===== src/rtl/core/arp_pkg.sv =====
// Shared types and constants for the arpeggio step sequencer core.
// No dependencies; used by the core top level and by the bench.
package arp_pkg;

   // Default sizes handed to the top-level parameters
   localparam int MAX_NOTES_DEF     = 16;
   localparam int PATTERN_STEPS_DEF = 16;

   // Rhythm pattern holds one bit per position
   localparam int RHYTHM_BITS = 16;
   // Compare width for pattern positions (positions stay below 32)
   localparam int POS_CMP_W   = 6;

   // Configuration port
   localparam int CSR_INDEX_W = 3;
   localparam int CSR_DATA_W  = 16;

   localparam logic [CSR_INDEX_W-1:0] CSR_DIRECTION_MODE = 3'd0;
   localparam logic [CSR_INDEX_W-1:0] CSR_OCTAVE_COUNT   = 3'd1;
   localparam logic [CSR_INDEX_W-1:0] CSR_RHYTHM_PATTERN = 3'd2;
   localparam logic [CSR_INDEX_W-1:0] CSR_PATTERN_LENGTH = 3'd3;
   localparam logic [CSR_INDEX_W-1:0] CSR_TICKS_PER_STEP = 3'd4;

   // Direction modes (codes 6 and 7 run as up)
   localparam logic [2:0] MODE_UP      = 3'd0;
   localparam logic [2:0] MODE_DOWN    = 3'd1;
   localparam logic [2:0] MODE_UP_DOWN = 3'd2;
   localparam logic [2:0] MODE_RANDOM  = 3'd3;
   localparam logic [2:0] MODE_PLAYED  = 3'd4;
   localparam logic [2:0] MODE_CHORD   = 3'd5;

   // Input word
   typedef struct packed {
      logic       action;
      logic [4:0] held_notes;
      logic [7:0] rand_bits;
   } req_word_type;

   // Result word
   typedef struct packed {
      logic       fire;
      logic       chord_all;
      logic       played_order;
      logic [3:0] note_index;
      logic [1:0] octave_offset;
   } rsp_word_type;

   // Sequencer states
   typedef enum logic [4:0] {
      ST_IDLE = 5'b00001,
      ST_CALC = 5'b00010,
      ST_ADV  = 5'b00100,
      ST_MOD  = 5'b01000,
      ST_OUT  = 5'b10000
   } seq_state_type;

endpackage


===== src/rtl/core/arp_mod_unit.sv =====
// Shared remainder step: one bit of a restoring division per cycle.
// Depends on nothing; the sequencer in the top level drives it.
module arp_mod_unit (
   input  logic [4:0] rem,
   input  logic       shift_bit,
   input  logic [4:0] divisor,
   output logic [4:0] rem_next
);

   logic [5:0] trial;
   logic [5:0] div_ext;
   logic [5:0] diff;

   // shift the next dividend bit in, subtract when it fits
   assign trial    = {rem, shift_bit};
   assign div_ext  = {1'b0, divisor};
   assign diff     = trial - div_ext;
   assign rem_next = (trial >= div_ext) ? diff[4:0] : trial[4:0];

endmodule


===== src/rtl/core/arp_advance.sv =====
// One step of the note/octave walk: up or down, wrap, octave move, reversal.
// Depends on nothing beyond its ports; the top level applies it once or twice.
module arp_advance #(
   parameter int MAX_NOTES = 16
) (
   input  logic [$clog2(MAX_NOTES)-1:0] note_pos,
   input  logic [1:0]                   oct_pos,
   input  logic                         going_down,
   input  logic [4:0]                   note_count,
   input  logic [2:0]                   oct_count,
   input  logic                         up_down,
   input  logic                         second_pass,
   output logic [$clog2(MAX_NOTES)-1:0] note_next,
   output logic [1:0]                   oct_next,
   output logic                         going_down_next,
   output logic                         repeat_step
);

   localparam int NOTE_W = $clog2(MAX_NOTES);

   logic [5:0]        note_ext;
   logic [5:0]        note_step;
   logic              note_wrap;
   logic [NOTE_W-1:0] note_wrapped;
   logic [2:0]        oct_step;
   logic              oct_out;
   logic              dir;
   logic [4:0]        last_note;
   logic [2:0]        last_oct;

   assign note_ext  = 6'(note_pos);
   assign last_note = note_count - 5'd1;
   assign last_oct  = oct_count - 3'd1;

   always_comb begin
      // note position moves one place; falling below zero is checked first
      note_step = going_down ? (note_ext - 6'd1) : (note_ext + 6'd1);
      if (going_down && (note_ext == 6'd0)) begin
         note_wrap    = 1'b1;
         note_wrapped = NOTE_W'(last_note);
      end else if (note_step >= 6'(note_count)) begin
         note_wrap    = 1'b1;
         note_wrapped = '0;
      end else begin
         note_wrap    = 1'b0;
         note_wrapped = NOTE_W'(note_step);
      end

      // octave moves only on a note wrap
      oct_step = going_down ? (3'(oct_pos) - 3'd1) : (3'(oct_pos) + 3'd1);
      oct_out  = (going_down && (oct_pos == 2'd0)) || (oct_step >= oct_count);

      note_next       = note_wrapped;
      oct_next        = oct_pos;
      going_down_next = going_down;
      repeat_step     = 1'b0;
      dir             = going_down;

      if (note_wrap) begin
         if (!oct_out) begin
            oct_next = oct_step[1:0];
         end else begin
            // end of a pass: up-down reverses, then restart the pass
            dir             = up_down ? !going_down : going_down;
            going_down_next = dir;
            note_next       = dir ? NOTE_W'(last_note) : '0;
            oct_next        = dir ? last_oct[1:0] : 2'd0;
            repeat_step     = up_down && ((note_count > 5'd1) || (oct_count > 3'd1))
                              && !second_pass;
         end
      end
   end

endmodule


===== src/rtl/core/arpeggio_step_sequencer_core.sv =====
// Arpeggio step sequencer core: prescaler, rhythm pattern and step sequencer.
// Depends on arp_pkg, arp_advance and arp_mod_unit.
//
//   channel  direction  handshake              word
//   req_     in         req_valid / req_ready  arp_pkg::req_word_type
//   rsp_     out        rsp_valid / rsp_ready  arp_pkg::rsp_word_type
//   csr_     in         csr_valid / csr_ready  csr_index, csr_data
//
// A word is worked in the calculate state; the output state then loads the
// result once the output register is free. Starts, non-steps, chords and the
// first step after a start skip the advance state; random mode runs the shared
// unit instead, a modulo by held notes and then one by octaves.
// req_ready is high only in idle; a result waiting in the output register does
// not block acceptance, only the load of the next result.
// Reset is synchronous; csr_ready is always high.
module arpeggio_step_sequencer_core #(
   parameter int MAX_NOTES     = arp_pkg::MAX_NOTES_DEF,
   parameter int PATTERN_STEPS = arp_pkg::PATTERN_STEPS_DEF
) (
   input  logic                                clock,
   input  logic                                reset,
   input  logic                                req_valid,
   output logic                                req_ready,
   input  arp_pkg::req_word_type               req_data,
   output logic                                rsp_valid,
   input  logic                                rsp_ready,
   output arp_pkg::rsp_word_type               rsp_data,
   input  logic                                csr_valid,
   output logic                                csr_ready,
   input  logic [arp_pkg::CSR_INDEX_W-1:0]     csr_index,
   input  logic [arp_pkg::CSR_DATA_W-1:0]      csr_data
);

   localparam int NOTE_W = $clog2(MAX_NOTES);
   localparam int PP_W   = $clog2(PATTERN_STEPS);

   // configuration registers
   logic [2:0]  mode_ff;
   logic [2:0]  octave_count_ff;
   logic [15:0] rhythm_ff;
   logic [4:0]  pattern_length_ff;
   logic [6:0]  ticks_per_step_ff;

   // sequencer state
   arp_pkg::seq_state_type state_ff, state_in;
   logic [6:0]        tick_count_ff, tick_count_in;
   logic [PP_W-1:0]   pattern_pos_ff, pattern_pos_in;
   logic              going_down_ff, going_down_in;
   logic [1:0]        oct_pos_ff, oct_pos_in;
   logic [NOTE_W-1:0] note_pos_ff, note_pos_in;
   logic              awaiting_ff, awaiting_in;

   // latched input word and work registers
   logic              action_ff;
   logic [4:0]        notes_ff;
   logic [7:0]        rnd_ff;
   logic              fire_ff, fire_in;
   logic              chord_ff, chord_in;
   logic              depth_ff, depth_in;
   logic [2:0]        mod_cnt_ff, mod_cnt_in;
   logic [4:0]        rem_ff, rem_in;

   // output register
   logic                  rsp_valid_ff, rsp_valid_in;
   arp_pkg::rsp_word_type rsp_data_ff, rsp_data_in;

   logic       req_fire;
   logic       rsp_load;
   logic [4:0] held_clamped;
   logic [2:0] octs;
   logic [2:0] last_oct;
   logic [4:0] last_note;
   logic [6:0] tick_inc;
   logic [PP_W:0] pp_inc;
   logic       pp_wrap;
   logic       plays;
   logic       active;

   // shared-unit and advance-step wiring
   logic [4:0]        mod_rem;
   logic              mod_bit;
   logic [4:0]        mod_div;
   logic [4:0]        mod_rem_next;
   logic [NOTE_W-1:0] adv_note;
   logic [1:0]        adv_oct;
   logic              adv_down;
   logic              adv_repeat;

   assign req_ready = (state_ff == arp_pkg::ST_IDLE);
   assign csr_ready = 1'b1;
   assign req_fire  = req_valid && req_ready;
   assign rsp_valid = rsp_valid_ff;
   assign rsp_data  = rsp_data_ff;

   // held notes and octave count limited to their ranges
   assign held_clamped = (int'(req_data.held_notes) > MAX_NOTES) ?
                         5'(MAX_NOTES) : req_data.held_notes;
   assign octs = (octave_count_ff == 3'd0) ? 3'd1 :
                 (octave_count_ff > 3'd4)  ? 3'd4 : octave_count_ff;
   assign last_oct  = octs - 3'd1;
   assign last_note = notes_ff - 5'd1;

   // prescaler and pattern position
   assign tick_inc = tick_count_ff + 7'd1;
   assign pp_inc   = {1'b0, pattern_pos_ff} + (PP_W+1)'(1);
   assign pp_wrap  = (arp_pkg::POS_CMP_W'(pp_inc) == arp_pkg::POS_CMP_W'(pattern_length_ff))
                     || (pp_inc >= (PP_W+1)'(PATTERN_STEPS));
   assign plays    = (arp_pkg::POS_CMP_W'(pattern_pos_ff) <
                      arp_pkg::POS_CMP_W'(arp_pkg::RHYTHM_BITS))
                     && rhythm_ff[4'(pattern_pos_ff)];

   // remainder unit: note nibble by held notes, then octave nibble by octaves
   assign mod_rem = (mod_cnt_ff[1:0] == 2'd0) ? 5'd0 : rem_ff;
   assign mod_bit = rnd_ff[~mod_cnt_ff];
   assign mod_div = mod_cnt_ff[2] ? {2'b00, octs} : notes_ff;

   arp_mod_unit u_mod (
      .rem       (mod_rem),
      .shift_bit (mod_bit),
      .divisor   (mod_div),
      .rem_next  (mod_rem_next)
   );

   arp_advance #(
      .MAX_NOTES (MAX_NOTES)
   ) u_adv (
      .note_pos        (note_pos_ff),
      .oct_pos         (oct_pos_ff),
      .going_down      (going_down_ff),
      .note_count      (notes_ff),
      .oct_count       (octs),
      .up_down         (mode_ff == arp_pkg::MODE_UP_DOWN),
      .second_pass     (depth_ff),
      .note_next       (adv_note),
      .oct_next        (adv_oct),
      .going_down_next (adv_down),
      .repeat_step     (adv_repeat)
   );

   // result word built from the final positions
   assign active   = fire_ff && !chord_ff;
   assign rsp_load = (state_ff == arp_pkg::ST_OUT) && (!rsp_valid_ff || rsp_ready);

   always_comb begin
      rsp_data_in.fire          = fire_ff;
      rsp_data_in.chord_all     = chord_ff;
      rsp_data_in.played_order  = active && (mode_ff == arp_pkg::MODE_PLAYED);
      rsp_data_in.note_index    = active ? 4'(note_pos_ff) : 4'd0;
      rsp_data_in.octave_offset = active ? oct_pos_ff : 2'd0;
      if (rsp_load) begin
         rsp_valid_in = 1'b1;
      end else if (rsp_ready) begin
         rsp_valid_in = 1'b0;
      end else begin
         rsp_valid_in = rsp_valid_ff;
      end
   end

   // sequencer
   always_comb begin
      state_in       = state_ff;
      tick_count_in  = tick_count_ff;
      pattern_pos_in = pattern_pos_ff;
      going_down_in  = going_down_ff;
      oct_pos_in     = oct_pos_ff;
      note_pos_in    = note_pos_ff;
      awaiting_in    = awaiting_ff;
      fire_in        = fire_ff;
      chord_in       = chord_ff;
      depth_in       = depth_ff;
      mod_cnt_in     = mod_cnt_ff;
      rem_in         = rem_ff;

      case (state_ff)
         arp_pkg::ST_IDLE: begin
            if (req_fire) begin
               state_in = arp_pkg::ST_CALC;
            end
         end

         arp_pkg::ST_CALC: begin
            fire_in  = 1'b0;
            chord_in = 1'b0;
            state_in = arp_pkg::ST_OUT;
            if (action_ff) begin
               // start: next tick makes a step
               pattern_pos_in = '0;
               tick_count_in  = ticks_per_step_ff - 7'd1;
               going_down_in  = (mode_ff == arp_pkg::MODE_DOWN);
               awaiting_in    = 1'b1;
            end else if (tick_inc < ticks_per_step_ff) begin
               tick_count_in = tick_inc;
            end else begin
               tick_count_in  = 7'd0;
               pattern_pos_in = pp_wrap ? '0 : PP_W'(pp_inc);
               if ((notes_ff != 5'd0) && plays) begin
                  fire_in = 1'b1;
                  if (mode_ff == arp_pkg::MODE_CHORD) begin
                     chord_in = 1'b1;
                  end else if (awaiting_ff) begin
                     // first step begins the pass
                     awaiting_in = 1'b0;
                     note_pos_in = going_down_ff ? NOTE_W'(last_note) : '0;
                     oct_pos_in  = going_down_ff ? last_oct[1:0] : 2'd0;
                  end else if (mode_ff == arp_pkg::MODE_RANDOM) begin
                     mod_cnt_in = 3'd0;
                     state_in   = arp_pkg::ST_MOD;
                  end else begin
                     depth_in = 1'b0;
                     state_in = arp_pkg::ST_ADV;
                  end
               end
            end
         end

         arp_pkg::ST_ADV: begin
            note_pos_in   = adv_note;
            oct_pos_in    = adv_oct;
            going_down_in = adv_down;
            if (adv_repeat) begin
               depth_in = 1'b1;
            end else begin
               state_in = arp_pkg::ST_OUT;
            end
         end

         arp_pkg::ST_MOD: begin
            rem_in     = mod_rem_next;
            mod_cnt_in = mod_cnt_ff + 3'd1;
            if (mod_cnt_ff == 3'd3) begin
               note_pos_in = NOTE_W'(mod_rem_next);
            end
            if (mod_cnt_ff == 3'd7) begin
               oct_pos_in = mod_rem_next[1:0];
               state_in   = arp_pkg::ST_OUT;
            end
         end

         arp_pkg::ST_OUT: begin
            if (rsp_load) begin
               state_in = arp_pkg::ST_IDLE;
            end
         end

         default: begin
            state_in = arp_pkg::ST_IDLE;
         end
      endcase
   end

   // control registers
   always_ff @(posedge clock) begin
      if (reset) begin
         state_ff          <= arp_pkg::ST_IDLE;
         tick_count_ff     <= 7'd0;
         pattern_pos_ff    <= '0;
         going_down_ff     <= 1'b0;
         oct_pos_ff        <= 2'd0;
         note_pos_ff       <= '0;
         awaiting_ff       <= 1'b1;
         rsp_valid_ff      <= 1'b0;
         mode_ff           <= arp_pkg::MODE_UP;
         octave_count_ff   <= 3'd1;
         rhythm_ff         <= 16'hffff;
         pattern_length_ff <= 5'd16;
         ticks_per_step_ff <= 7'd6;
      end else begin
         state_ff       <= state_in;
         tick_count_ff  <= tick_count_in;
         pattern_pos_ff <= pattern_pos_in;
         going_down_ff  <= going_down_in;
         oct_pos_ff     <= oct_pos_in;
         note_pos_ff    <= note_pos_in;
         awaiting_ff    <= awaiting_in;
         rsp_valid_ff   <= rsp_valid_in;
         // register writes
         if (csr_valid && csr_ready) begin
            case (csr_index)
               arp_pkg::CSR_DIRECTION_MODE: mode_ff           <= csr_data[2:0];
               arp_pkg::CSR_OCTAVE_COUNT:   octave_count_ff   <= csr_data[2:0];
               arp_pkg::CSR_RHYTHM_PATTERN: rhythm_ff         <= csr_data[15:0];
               arp_pkg::CSR_PATTERN_LENGTH: pattern_length_ff <= csr_data[4:0];
               arp_pkg::CSR_TICKS_PER_STEP: ticks_per_step_ff <= csr_data[6:0];
               default: begin
               end
            endcase
         end
      end
   end

   // payload and work registers
   always_ff @(posedge clock) begin
      if (req_fire) begin
         action_ff <= req_data.action;
         notes_ff  <= held_clamped;
         rnd_ff    <= req_data.rand_bits;
      end
      if (rsp_load) begin
         rsp_data_ff <= rsp_data_in;
      end
      fire_ff    <= fire_in;
      chord_ff   <= chord_in;
      depth_ff   <= depth_in;
      mod_cnt_ff <= mod_cnt_in;
      rem_ff     <= rem_in;
   end

endmodule


===== config.mk =====
export PLATFORM = sky130hd
export DESIGN_NAME = arpeggio_step_sequencer_core
export DESIGN_NICKNAME = d
export VERILOG_FILES = /design/src/rtl/core/arp_pkg.sv /design/src/rtl/core/arp_mod_unit.sv /design/src/rtl/core/arp_advance.sv /design/src/rtl/core/arpeggio_step_sequencer_core.sv
export SDC_FILE = /design/constraint.sdc
export NUM_CORES = 1
export LEC_CHECK = 0
export BUFFER_PORTS_ARGS = -buffer_cell sky130_fd_sc_hd__buf_2
export CAP_MARGIN = 10
export CORE_AREA = 5 5 111 113
export DETAILED_ROUTE_END_ITERATION = 8
export DIE_AREA = 0 0 116 118
export HOLD_SLACK_MARGIN = 0.12
export PLACE_DENSITY = 0.78
export SLEW_MARGIN = 20
export SYNTH_ARGS = -nofsm -noshare
export SYNTH_HDL_FRONTEND = slang
export SYNTH_HIERARCHICAL = 1
export SYNTH_SLANG_ARGS = --single-unit

===== constraint.sdc =====
create_clock -name clock -period 3.81 [get_ports clock]
set_clock_uncertainty 0.15 [all_clocks]
set_input_delay 0.762 -clock clock [delete_from_list [all_inputs] [get_ports clock]]
set_output_delay 0.762 -clock clock [all_outputs]
set_load 0.02 [all_outputs]

==> impl_metrics.json, run 1 <==
{
  "synth_area_leader_cell": "dfxtp_1",
  "ys_ff_latch": 93,
  "routedWlPerCell_um": 16.4,
  "final_core_util_pct": 54.6,
  "yosys-top-cells-area": "dfxtp_1 22%, edfxtp_1 19%, ha_1 7.4%, nor2b_1 3.8%, a211o_1 3.1%",
  "ys_warn_count": 6,
  "cellPowerDensity_mw_per_mm2": 401,
  "worstReg2RegEnd": "note_pos_ff[2]$_SDFFE_PP0P_",
  "clk_pin_slew_ps": 70,
  "slew_headroom_pct": 27.0,
  "totalPowerFinal_w": 0.00246,
  "place_area_mm2": 0.00577,
  "timing.fmax_ghz": 0.276,
  "portBuffers": 48,
  "netlist-cell-type-count": 72,
  "fin_crit_ps": 3630,
  "r2r_slack_ps": 180,
  "r2r_start": "mod_cnt_ff[0]$_SDFFCE_PN0P_",
  "critPathCapture": "note_pos_ff[2]$_SDFFE_PP0P_",
  "cts_tree": "built",
  "worstPathRequired_ps": 3830,
  "regArea_mm2": 0.00220,
  "ant_nets": 0,
  "fin_nets": 671,
  "htreeDepth": 3,
  "gr-total-overflow": 0,
  "max-vdd-ir-drop_v": 0.000260,
  "r2r_cells": 14,
  "synth-edff-count": 34,
  "hpwlAfterDp_um": 9140,
  "max_slew.worst_pin.slew_ps": 1100,
  "synth_top_area_share_pct": 21.8,
  "multi_input_area_mm2": 0.00295,
  "nFillCells": 981,
  "postSynthAreaPerCell_um2": 9.73,
  "cts.sinks": 93,
  "stdcell_area_mm2": 0.00613,
  "grt_pass1_vias": 4236,
  "crit_arrival_ps": 3650,
  "drc": 0,
  "finalHoldViolCount": 0,
  "clock_path_buffers": 2,
  "fp.dieArea_mm2": 0.0137,
  "final_common_cell": "dfxtp_1",
  "rsz0062_at_grt": "no",
  "critPathKind": "reg2reg",
  "area_growth_pct": 13.1,
  "outcome": "finished, final reports clean",
  "crit_path_start_kind": "flip-flop",
  "ys_seq_area_share_pct": 40.6,
  "die_w_um": 116,
  "numCtsBuffers": 9,
  "vias_per_cell": 5.79,
  "critPathLaunch": "mod_cnt_ff[0]$_SDFFCE_PN0P_",
  "firstDrtPassIters": 6,
  "maxSlewViolCount": 0,
  "gp_congestion": 0.869,
  "hold_class": "reg2reg",
  "drt_wl_total_um": 12300,
  "num_antenna_cells": 0,
  "via_count": 4324,
  "async_flop_share_pct": 0,
  "netlist_area_mm2": 0.00542,
  "root_buffer": "clkbuf_16",
  "cap_violations": 0,
  "clock_latency_ps": 340,
  "cp_max_fo": 5,
  "ys.flop_type": "dfxtp_1",
  "row_count": 39,
  "start_util_pct": 48.3,
  "endpoint_kind": "flip-flop",
  "min_period_over_period_pct": 95.2,
  "grt_max_degree": 60,
  "core_area_mm2": 0.0112,
  "netlist_instances": 557,
  "dieHeight_um": 118,
  "ioPinCount": 50,
  "antenna_found_initial": 0,
  "grt_pass1_wl_um": 20200,
  "ctsHoldBuffers": 0,
  "mostFrequentLayoutCells": "59 x dfxtp_1, 48 x buf_2, 43 x nor2_1",
  "grt_usage_pct": 18.2,
  "finalSetupTns_ps": 0,
  "synth_nets": 629,
  "setup_viol": 0,
  "drtIter0Drc": 286,
  "p_leak_nw": 2.46,
  "drive_gt1_share_pct": 15.9
}
worst min-delay path by stage:
| stage | cells past startpoint | endpoint | slack [ps] | start |
|---|---|---|---|---|
| after detailed placement | 0 | rsp_data[8]$_DFFE_PP_ | 310 | fire_ff$_SDFFCE_PP0N_ |
| after CTS | 0 | rsp_data[8]$_DFFE_PP_ | 320 | fire_ff$_SDFFCE_PP0N_ |
| after global routing | 0 | rsp_data[8]$_DFFE_PP_ | 340 | fire_ff$_SDFFCE_PP0N_ |
| after global placement | 0 | rsp_data[8]$_DFFE_PP_ | 300 | fire_ff$_SDFFCE_PP0N_ |
| final | 0 | rsp_data[8]$_DFFE_PP_ | 300 | fire_ff$_SDFFCE_PP0N_ |
| after floorplan | 0 | rsp_data[8]$_DFFE_PP_ | 270 | fire_ff$_SDFFCE_PP0N_ |
power breakdown:
part           switching (W)  internal, W  total [W]  leakage, nW
combinational       0.000193     0.000137   0.000330         1.49
clock               0.000384     0.000619    0.00100        0.169
sequential         0.0000459      0.00108    0.00113        0.804
total               0.000622      0.00184    0.00246         2.46
what timing repair did:
| item | in CTS | in global routing |
|---|---|---|
| endpoints found under the setup margin | 0 | 5 |
| buffers inserted | 0 | 1 |
| resized for setup | 0 | 4 |
synth_stat cells (9+ instances only):
cell and n:
and2_1 11, a21oi_1 18, nand3_1 18, xnor2_1 15, nor2b_1 33, nand2_1 34
clkbuf_1 17, nor2_1 44, inv_1 40, xor2_1 14, a211o_1 19, ha_1 32
o21ai_0 9, mux2i_1 15, edfxtp_1 34, nor3_1 21, dfxtp_1 59, nand3b_1 10
logic make-up (layout without fill, tap and decap cells):
logic type      Yosys count  after routing  share of synthesized area, %
other cells               1              1                        0.0692
fa+ha+maj                34             34                          8.13
simple gates            206            206                          20.6
flops                    93             93                          40.6
buf+inv                  67            114                          5.17
mux                      28             28                          7.07
compound gates           99             99                          13.6
xor+xnor                 29             29                          4.69
area by class of cell:
cell class | count | area share (%)
Multi-Input combinational cell | 397 | 48.1
Clock inverter | 6 | 1.45
Tap cell | 143 | 2.92
Sequential cell | 93 | 35.9
Clock buffer | 10 | 4.08
Timing Repair Buffer | 57 | 5.02
Inverter | 41 | 2.51
layer usage:
metal / share of wire [%] / vias to the layer above / track usage (%) / routed length [um]
met5: 0 / - / 0 / 0
met4: 2.0 / 0 / 5.29 / 251
met2: 49 / 152 / 30.7 / 6060
li1: - / 2088 / - / -
met3: 6.2 / 27 / 4.16 / 755
met1: 42 / 2057 / 23.1 / 5190
critical path, cell delays in order (launching register included):
cell	delay [ps]
edfxtp_1	440
mux4_2	520
nand2_1	80
nand2_1	50
inv_1	80
ha_1	170
inv_1	60
fa_2	380
a21oi_2	150
o22ai_2	120
nor3_4	340
mux2_2	400
nand2b_1	140
a222oi_1	290
a211oi_1	110
through the flow:
| stage | hold slack, ps | worst slack [ps] | std cells |
|---|---|---|---|
| after floorplan | 268 | 469 | 557 |
| after global placement | 298 | 305 | 730 |
| after detailed placement | 306 | 127 | 730 |
| after CTS | 316 | 89.2 | 746 |
| after global routing | 342 | 10.8 | 747 |
| final | 304 | 184 | 747 |
registers in the layout, summed over array words and instances, names as in the netlist, 4 cells and up:
| register | flops |
|---|---|
| rsp_data | 9 |
| ticks_per_step_ff | 7 |
| pattern_pos_ff | 4 |
| rnd_ff | 8 |
| state_ff | 5 |
| note_pos_ff | 4 |
| tick_count_ff | 7 |
| rhythm_ff | 16 |
| rem_ff | 5 |
| notes_ff | 5 |
| pattern_length_ff | 5 |
(Power assumes the default switching activity.)
==> run 2, diff against run 1 <==
- ABC_AREA: default -> 1
- CORE_AREA: 5 5 111 113 -> 5 5 113 115
- DIE_AREA: 0 0 116 118 -> 0 0 118 120
- PLACE_DENSITY: 0.78 -> 0.82
- clock period: 3.81 -> 3.2 ns (I/O delays scaled with it)
==> impl_metrics.json, run 2 <==
{
  "drt_wl_total_um": 12100,
  "totalPowerFinal_w": 0.00287,
  "root_buffer": "clkbuf_16",
  "grtUsageMet2_pct": 30.7,
  "die_w_um": 118,
  "critPathCapture": "note_pos_ff[2]$_SDFFE_PP0P_",
  "ys_ff_latch": 93,
  "routedWlPerCell_um": 12.8,
  "mostFrequentLayoutCells": "139 x nand2_1, 114 x inv_1, 72 x nor2_1",
  "firstDrtPassIters": 5,
  "largest_register_ffs": 16,
  "busiest_layer": "met2",
  "nFillCells": 1109,
  "cap_violations": 0,
  "r2r_start": "mod_cnt_ff[0]$_SDFFCE_PN0P_",
  "ys_warn_count": 6,
  "synth_top_area_share_pct": 20.6,
  "regArea_mm2": 0.00220,
  "synthTopCellsByCount": "139 x nand2_1, 115 x inv_1, 72 x nor2_1, 59 x dfxtp_1, 53 x nand3_1",
  "netlist_area_mm2": 0.00572,
  "netlist-cell-type-count": 51,
  "grt_usage_pct": 17.7,
  "fp.dieArea_mm2": 0.0142,
  "stdcell_count": 948,
  "core_area_mm2": 0.0117,
  "hold_class": "reg2reg",
  "finalSetupTns_ps": 0,
  "min_period_over_period_pct": 91.1,
  "setup_viol": 0,
  "grt_max_degree": 45,
  "netlist_instances": 749,
  "cts_tree": "built",
  "vias_per_cell": 5.23,
  "r2r_slack_ps": 290,
  "yosys-top-cells-area": "dfxtp_1 21%, edfxtp_1 18%, nand2_1 9.1%, inv_1 7.5%, ha_1 7.0%",
  "clk_pin_slew_ps": 60,
  "max_slew.worst_pin.slew_ps": 733,
  "slew_headroom_pct": 50.9,
  "endpoint_kind": "flip-flop",
  "clock_path_buffers": 2,
  "portBuffers": 48,
  "critPathKind": "reg2reg",
  "area_growth_pct": 11.7,
  "gp_congestion": 0.922,
  "crit_path_start_kind": "flip-flop",
  "grt_use_met1_pct": 21.7,
  "htreeDepth": 3,
  "r2r_cells": 19,
  "multi_input_area_mm2": 0.00292,
  "ant_nets": 0,
  "drtIter0Drc": 236,
  "placed_cells": 931,
  "synth_nets": 821,
  "postSynthAreaPerCell_um2": 7.64,
  "ys_seq_area_share_pct": 38.5,
  "p_leak_nw": 2.92,
  "top_register": "rhythm_ff",
  "cts.sinks": 93,
  "ioPinCount": 50,
  "cp_max_fo": 7,
  "hpwlAfterDp_um": 9320,
  "setup_ws_ps": 285,
  "antenna_found_initial": 0,
  "pre_cts_ws_ps": 262,
  "met3_usage_pct": 3.68,
  "finalHoldViolCount": 0,
  "final_core_util_pct": 54.6,
  "gr-total-overflow": 0,
  "clock_latency_ps": 340,
  "maxSlewViolCount": 0,
  "num_antenna_cells": 0,
  "max-vdd-ir-drop_v": 0.000258,
  "row_count": 40,
  "dieHeight_um": 120,
  "fin_crit_ps": 2910,
  "crit_arrival_ps": 3000,
  "drive_gt1_share_pct": 16.1,
  "via_count": 4962,
  "fin_nets": 869,
  "numCtsBuffers": 9,
  "final_common_cell": "nand2_1",
  "critPathLaunch": "mod_cnt_ff[0]$_SDFFCE_PN0P_",
  "ys.flop_type": "dfxtp_1",
  "synth_area_leader_cell": "dfxtp_1",
  "timing.fmax_ghz": 0.343,
  "start_util_pct": 48.9,
  "cellPowerDensity_mw_per_mm2": 448,
  "async_flop_share_pct": 0,
  "worstReg2RegEnd": "note_pos_ff[2]$_SDFFE_PP0P_",
  "grt_pass1_wl_um": 20900,
  "outcome": "finished, final reports clean",
  "drc": 0,
  "worstPathRequired_ps": 3290,
  "yosysMostFrequentCell": "nand2_1",
  "synth-edff-count": 34,
  "grt_pass1_vias": 4712
}
==> run 2: cell type report <==
cell class                      count  area share (%)
Multi-Input combinational cell    506            45.7
Sequential cell                    93            34.4
Inverter                          130            7.67
Timing Repair Buffer               57            4.81
Clock buffer                       13            4.26
Tap cell                          147            2.88
Clock inverter                      2           0.235
==> run 2: logic make-up (layout without fill, tap and decap cells) <==
kind of cell	count (synthesis)	count (layout)	synth area share (%)
XOR/XNOR	18	18	2.75
buffers and inverters	150	202	10.6
flip-flops	93	93	38.5
adder cells (fa/ha/maj)	34	34	7.69
other	1	1	0.0655
AND/OR/NAND/NOR	325	325	27.2
AO/OA/AOI/OAI	128	128	13.2
==> run 2: what timing repair did <==
item,CTS,global route
resized for setup,0,2
endpoints found under the setup margin,0,2
setup buffers,0,2
hold buffers,0,0
==> run 2: worst min path at each step <==
stage / startpoint / endpoint / slack [ps] / cells after the start
floorplan: chord_ff$_SDFFCE_PP0N_ / rsp_data[7]$_DFFE_PP_ / 280 / 0
global placement: fire_ff$_SDFFCE_PP0N_ / rsp_data[8]$_DFFE_PP_ / 290 / 0
detailed placement: fire_ff$_SDFFCE_PP0N_ / rsp_data[8]$_DFFE_PP_ / 290 / 0
CTS: awaiting_ff$_SDFFE_PP1P_ / awaiting_ff$_SDFFE_PP1P_ / 310 / 2
global route: req_data[3] / rnd_ff[3]$_DFFE_PP_ / 310 / 1
finish: awaiting_ff$_SDFFE_PP1P_ / awaiting_ff$_SDFFE_PP1P_ / 310 / 2
==> run 2: critical path: stages, from the launching register on <==
cell	delay, ps
edfxtp_1	480
inv_2	130
nor2_1	40
o22ai_1	160
nor2_1	60
a31oi_1	190
inv_1	70
ha_1	190
inv_1	110
fa_2	250
inv_1	50
nand2_1	90
nand3_4	120
nand3_1	110
nand2_1	70
a22o_1	230
a21oi_2	100
nand3_1	80
nand2_1	90
nor2_2	30
==> run 2: power by group <==
group,leakage [nW],switching (W),internal (W),total (W)
Sequential,0.790,0.0000564,0.00130,0.00136
Clock,0.145,0.000440,0.000598,0.00104
Combinational,1.98,0.000306,0.000165,0.000471
==> run 2: through the flow <==
step	hold slack [ps]	instance area (um2)
floorplan	276	5720
global placement	286	6090
detailed placement	291	6090
CTS	310	6380
global route	310	6400
finish	306	6400
==> run 2: metal layers <==
metal | routed length, um | share of wire [%]
met1 | 5350 | 44
met3 | 477 | 3.9
met4 | 263 | 2.2
met2 | 6010 | 50
met5 | 0 | 0
==> run 3, diff against run 2 <==
- CORE_AREA: 5 5 113 115 -> 5 5 111 113
- DIE_AREA: 0 0 118 120 -> 0 0 116 118
- PLACE_DENSITY: 0.82 -> 0.79
- SLEW_MARGIN: 20 -> 10
- SYNTH_HIERARCHICAL: 1 -> default
- clock period: 3.2 -> 2.7 ns (I/O delays scaled with it)
==> impl_metrics.json, run 3 <==
{
  "worstHoldStart": "req_data[7]",
  "setup_ws_ps": 27.9,
  "timing.fmax_ghz": 0.374,
  "path_cells": "inv_1 -> ha_1 -> inv_1 -> nand2_1 -> inv_1 -> ha_1 -> nand3_1 -> nor2_1 -> nor2_1 -> nand2_4 -> nand2_4 -> o21ai_4 -> nor2_2 -> nor2_1 -> nand3_1 -> nand2_1 -> nor2_1",
  "finalHoldViolCount": 0,
  "portBuffers": 48,
  "final_common_cell": "nand2_1",
  "ys_warn_count": 0,
  "numCtsBuffers": 9,
  "grt_max_degree": 31,
  "whs_endpoint": "rnd_ff[7]$_DFFE_PP_",
  "clock_path_buffers": 2,
  "cts.sinks": 93,
  "ctsHoldBuffers": 0,
  "endpoint_kind": "flip-flop",
  "cellPowerDensity_mw_per_mm2": 525,
  "drtIter0Drc": 220,
  "synth_nets": 795,
  "core_area_mm2": 0.0112,
  "r2r_start": "mod_cnt_ff[1]$_SDFFCE_PN0P_",
  "max-vdd-ir-drop_v": 0.000407,
  "grt_pass1_vias": 4512,
  "drc": 0,
  "die_w_um": 116,
  "area_growth_pct": 18.7,
  "netlist_area_mm2": 0.00543,
  "r2r_slack_ps": 30,
  "regArea_mm2": 0.00221,
  "critical_path.slowest_cell": "edfxtp_1",
  "start_util_pct": 48.3,
  "async_flop_share_pct": 0,
  "worstReg2RegEnd": "oct_pos_ff[1]$_SDFFE_PP0P_",
  "ys_ff_latch": 93,
  "mostFrequentLayoutCells": "159 x nand2_1, 90 x inv_1, 72 x nand3_1",
  "grt_pass1_wl_um": 20400,
  "critPathKind": "reg2reg",
  "ys.flop_type": "dfxtp_1",
  "path_delay_family": "simple AND/OR/NAND/NOR gates",
  "cts_tree": "built",
  "worstPathRequired_ps": 2830,
  "cap_violations": 0,
  "synth-edff-count": 34,
  "yosys-top-cells-area": "dfxtp_1 22%, edfxtp_1 19%, nand2_1 12%, ha_1 7.1%, nand3_1 7.1%",
  "clk_pin_slew_ps": 70,
  "cp.buffers_inverters": 3,
  "hold_class": "in2reg",
  "max_stage_delay_ps": 440,
  "finalSetupTns_ps": 0,
  "rsz0062_at_grt": "yes",
  "largest_register_ffs": 16,
  "whs_path_depth": 1,
  "synth_compound_area_share_pct": 9.78,
  "synth_top_family_by_area": "simple AND/OR/NAND/NOR gates",
  "synthTopCellsByCount": "171 x nand2_1, 96 x inv_1, 77 x nand3_1, 63 x nor2_1, 59 x dfxtp_1",
  "min_period_over_period_pct": 99.0,
  "synth_top_area_share_pct": 21.8,
  "num_antenna_cells": 0,
  "clock_latency_ps": 350,
  "cpMostUsedCell": "nor2_1",
  "postSynthAreaPerCell_um2": 7.49,
  "synth_mux_area_share_pct": 0,
  "synth_area_leader_cell": "dfxtp_1",
  "row_count": 39,
  "fin_nets": 867,
  "netlist-cell-type-count": 42,
  "r2r_cells": 17,
  "vias_per_cell": 5.22,
  "pre_cts_ws_ps": -68.5,
  "dieHeight_um": 118,
  "ioPinCount": 50,
  "ys_seq_area_share_pct": 40.6,
  "cp_max_fo": 7,
  "ant_nets": 0,
  "nFillCells": 1023,
  "yosysMostFrequentCell": "nand2_1",
  "synth-simple-area-share_pct": 30.3,
  "via_count": 4931,
  "netlist_instances": 724,
  "routedWlPerCell_um": 13.5,
  "fp.dieArea_mm2": 0.0137,
  "hpwlAfterDp_um": 9120,
  "synthAdderAreaFrac_pct": 7.89,
  "outcome": "finished, final reports clean",
  "htreeDepth": 3,
  "multi_input_area_mm2": 0.00290,
  "crit_arrival_ps": 2800,
  "hold_ws_ps": 219,
  "root_buffer": "clkbuf_16",
  "gp_congestion": 0.877,
  "setup_viol": 0,
  "max_slew.worst_pin.slew_ps": 525,
  "antenna_found_initial": 0,
  "slew_headroom_pct": 65.0,
  "p_leak_nw": 3.01,
  "drive_gt1_share_pct": 20.7,
  "top_register": "rhythm_ff",
  "firstDrtPassIters": 5,
  "maxSlewViolCount": 0,
  "drt_wl_total_um": 12700,
  "gr-total-overflow": 0,
  "synth-xor-area-share_pct": 2.74,
  "crit_path_start_kind": "flip-flop",
  "grt_usage_pct": 18.2,
  "fin_crit_ps": 2670
}
[run 3: how the worst max path moves through the flow]
stage | startpoint | to | slack (ps) | cells past startpoint
6_report | mod_cnt_ff[1]$_SDFFCE_PN0P_ | oct_pos_ff[1]$_SDFFE_PP0P_ | 30 | 17
5_1_grt | mod_cnt_ff[1]$_SDFFCE_PN0P_ | oct_pos_ff[1]$_SDFFE_PP0P_ | -190 | 15
4_1_cts | mod_cnt_ff[0]$_SDFFCE_PN0P_ | oct_pos_ff[0]$_SDFFE_PP0P_ | -20 | 21
3_5_place_dp | mod_cnt_ff[0]$_SDFFCE_PN0P_ | note_pos_ff[1]$_SDFFE_PP0P_ | -70 | 18
3_3_place_gp | note_pos_ff[0]$_SDFFE_PP0P_ | depth_ff$_DFFE_PP_ | 50 | 14
2_1_floorplan | tick_count_ff[0]$_SDFFE_PP0P_ | mod_cnt_ff[0]$_SDFFCE_PN0P_ | 110 | 12
[run 3: logic make-up after synthesis]
kind of cell	after synthesis
and+or+nand+nor	362
adders and majority gates	33
DFF	93
other	1
AOI/OAI and AO/OA	97
xor gates and xnor gates	17
buffers and inverters	121
[run 3: timing repair]
item                       CTS  global route
pin swaps                    0            23
gates resized for setup      2            52
setup endpoints to repair    5            29
buffers inserted             1             9
[run 3: through the flow]
stage	std cells	util [%]	power, W	area [um2]
3_5_place_dp	918	52.7	0.00213	5920
2_1_floorplan	724	-	0.00197	5430
5_1_grt	944	57.4	0.00356	6440
6_report	944	57.4	0.00338	6440
3_3_place_gp	918	52.7	0.00212	5920
4_1_cts	935	55.4	0.00334	6220
[run 3: where the power goes]
group	switching [W]	leakage, nW	total (W)	internal (W)
combinational	0.000361	2.07	0.000573	0.000211
clock	0.000565	0.141	0.00123	0.000661
sequential	0.0000550	0.796	0.00158	0.00153
[run 3: layout make-up]
| cell class | instances | share of cell area, % |
|---|---|---|
| well taps | 143 | 2.78 |
| clock inverters | 5 | 0.641 |
| multi-input cells | 510 | 45.0 |
| flip-flops and latches | 93 | 34.3 |
| repair buffers | 79 | 7.40 |
| inverters | 103 | 6.04 |
| clock buffers | 11 | 3.77 |
[run 3: layer usage]
metal,part of all wire [%],up-vias,GRT usage [%]
met4,2.2,0,6.16
met5,0,-,0
met2,50,104,30.1
li1,-,2521,-
met1,43,2281,23.3
met3,4.5,25,4.01
[run 3: worst reg2reg max path: cells and delay by family, from the launching register on]
family | cells | cell delay (ps)
compound gates | 1 | 60
fa+ha+maj | 2 | 630
buf+inv | 3 | 280
flops | 1 | 440
simple gates | 11 | 1050
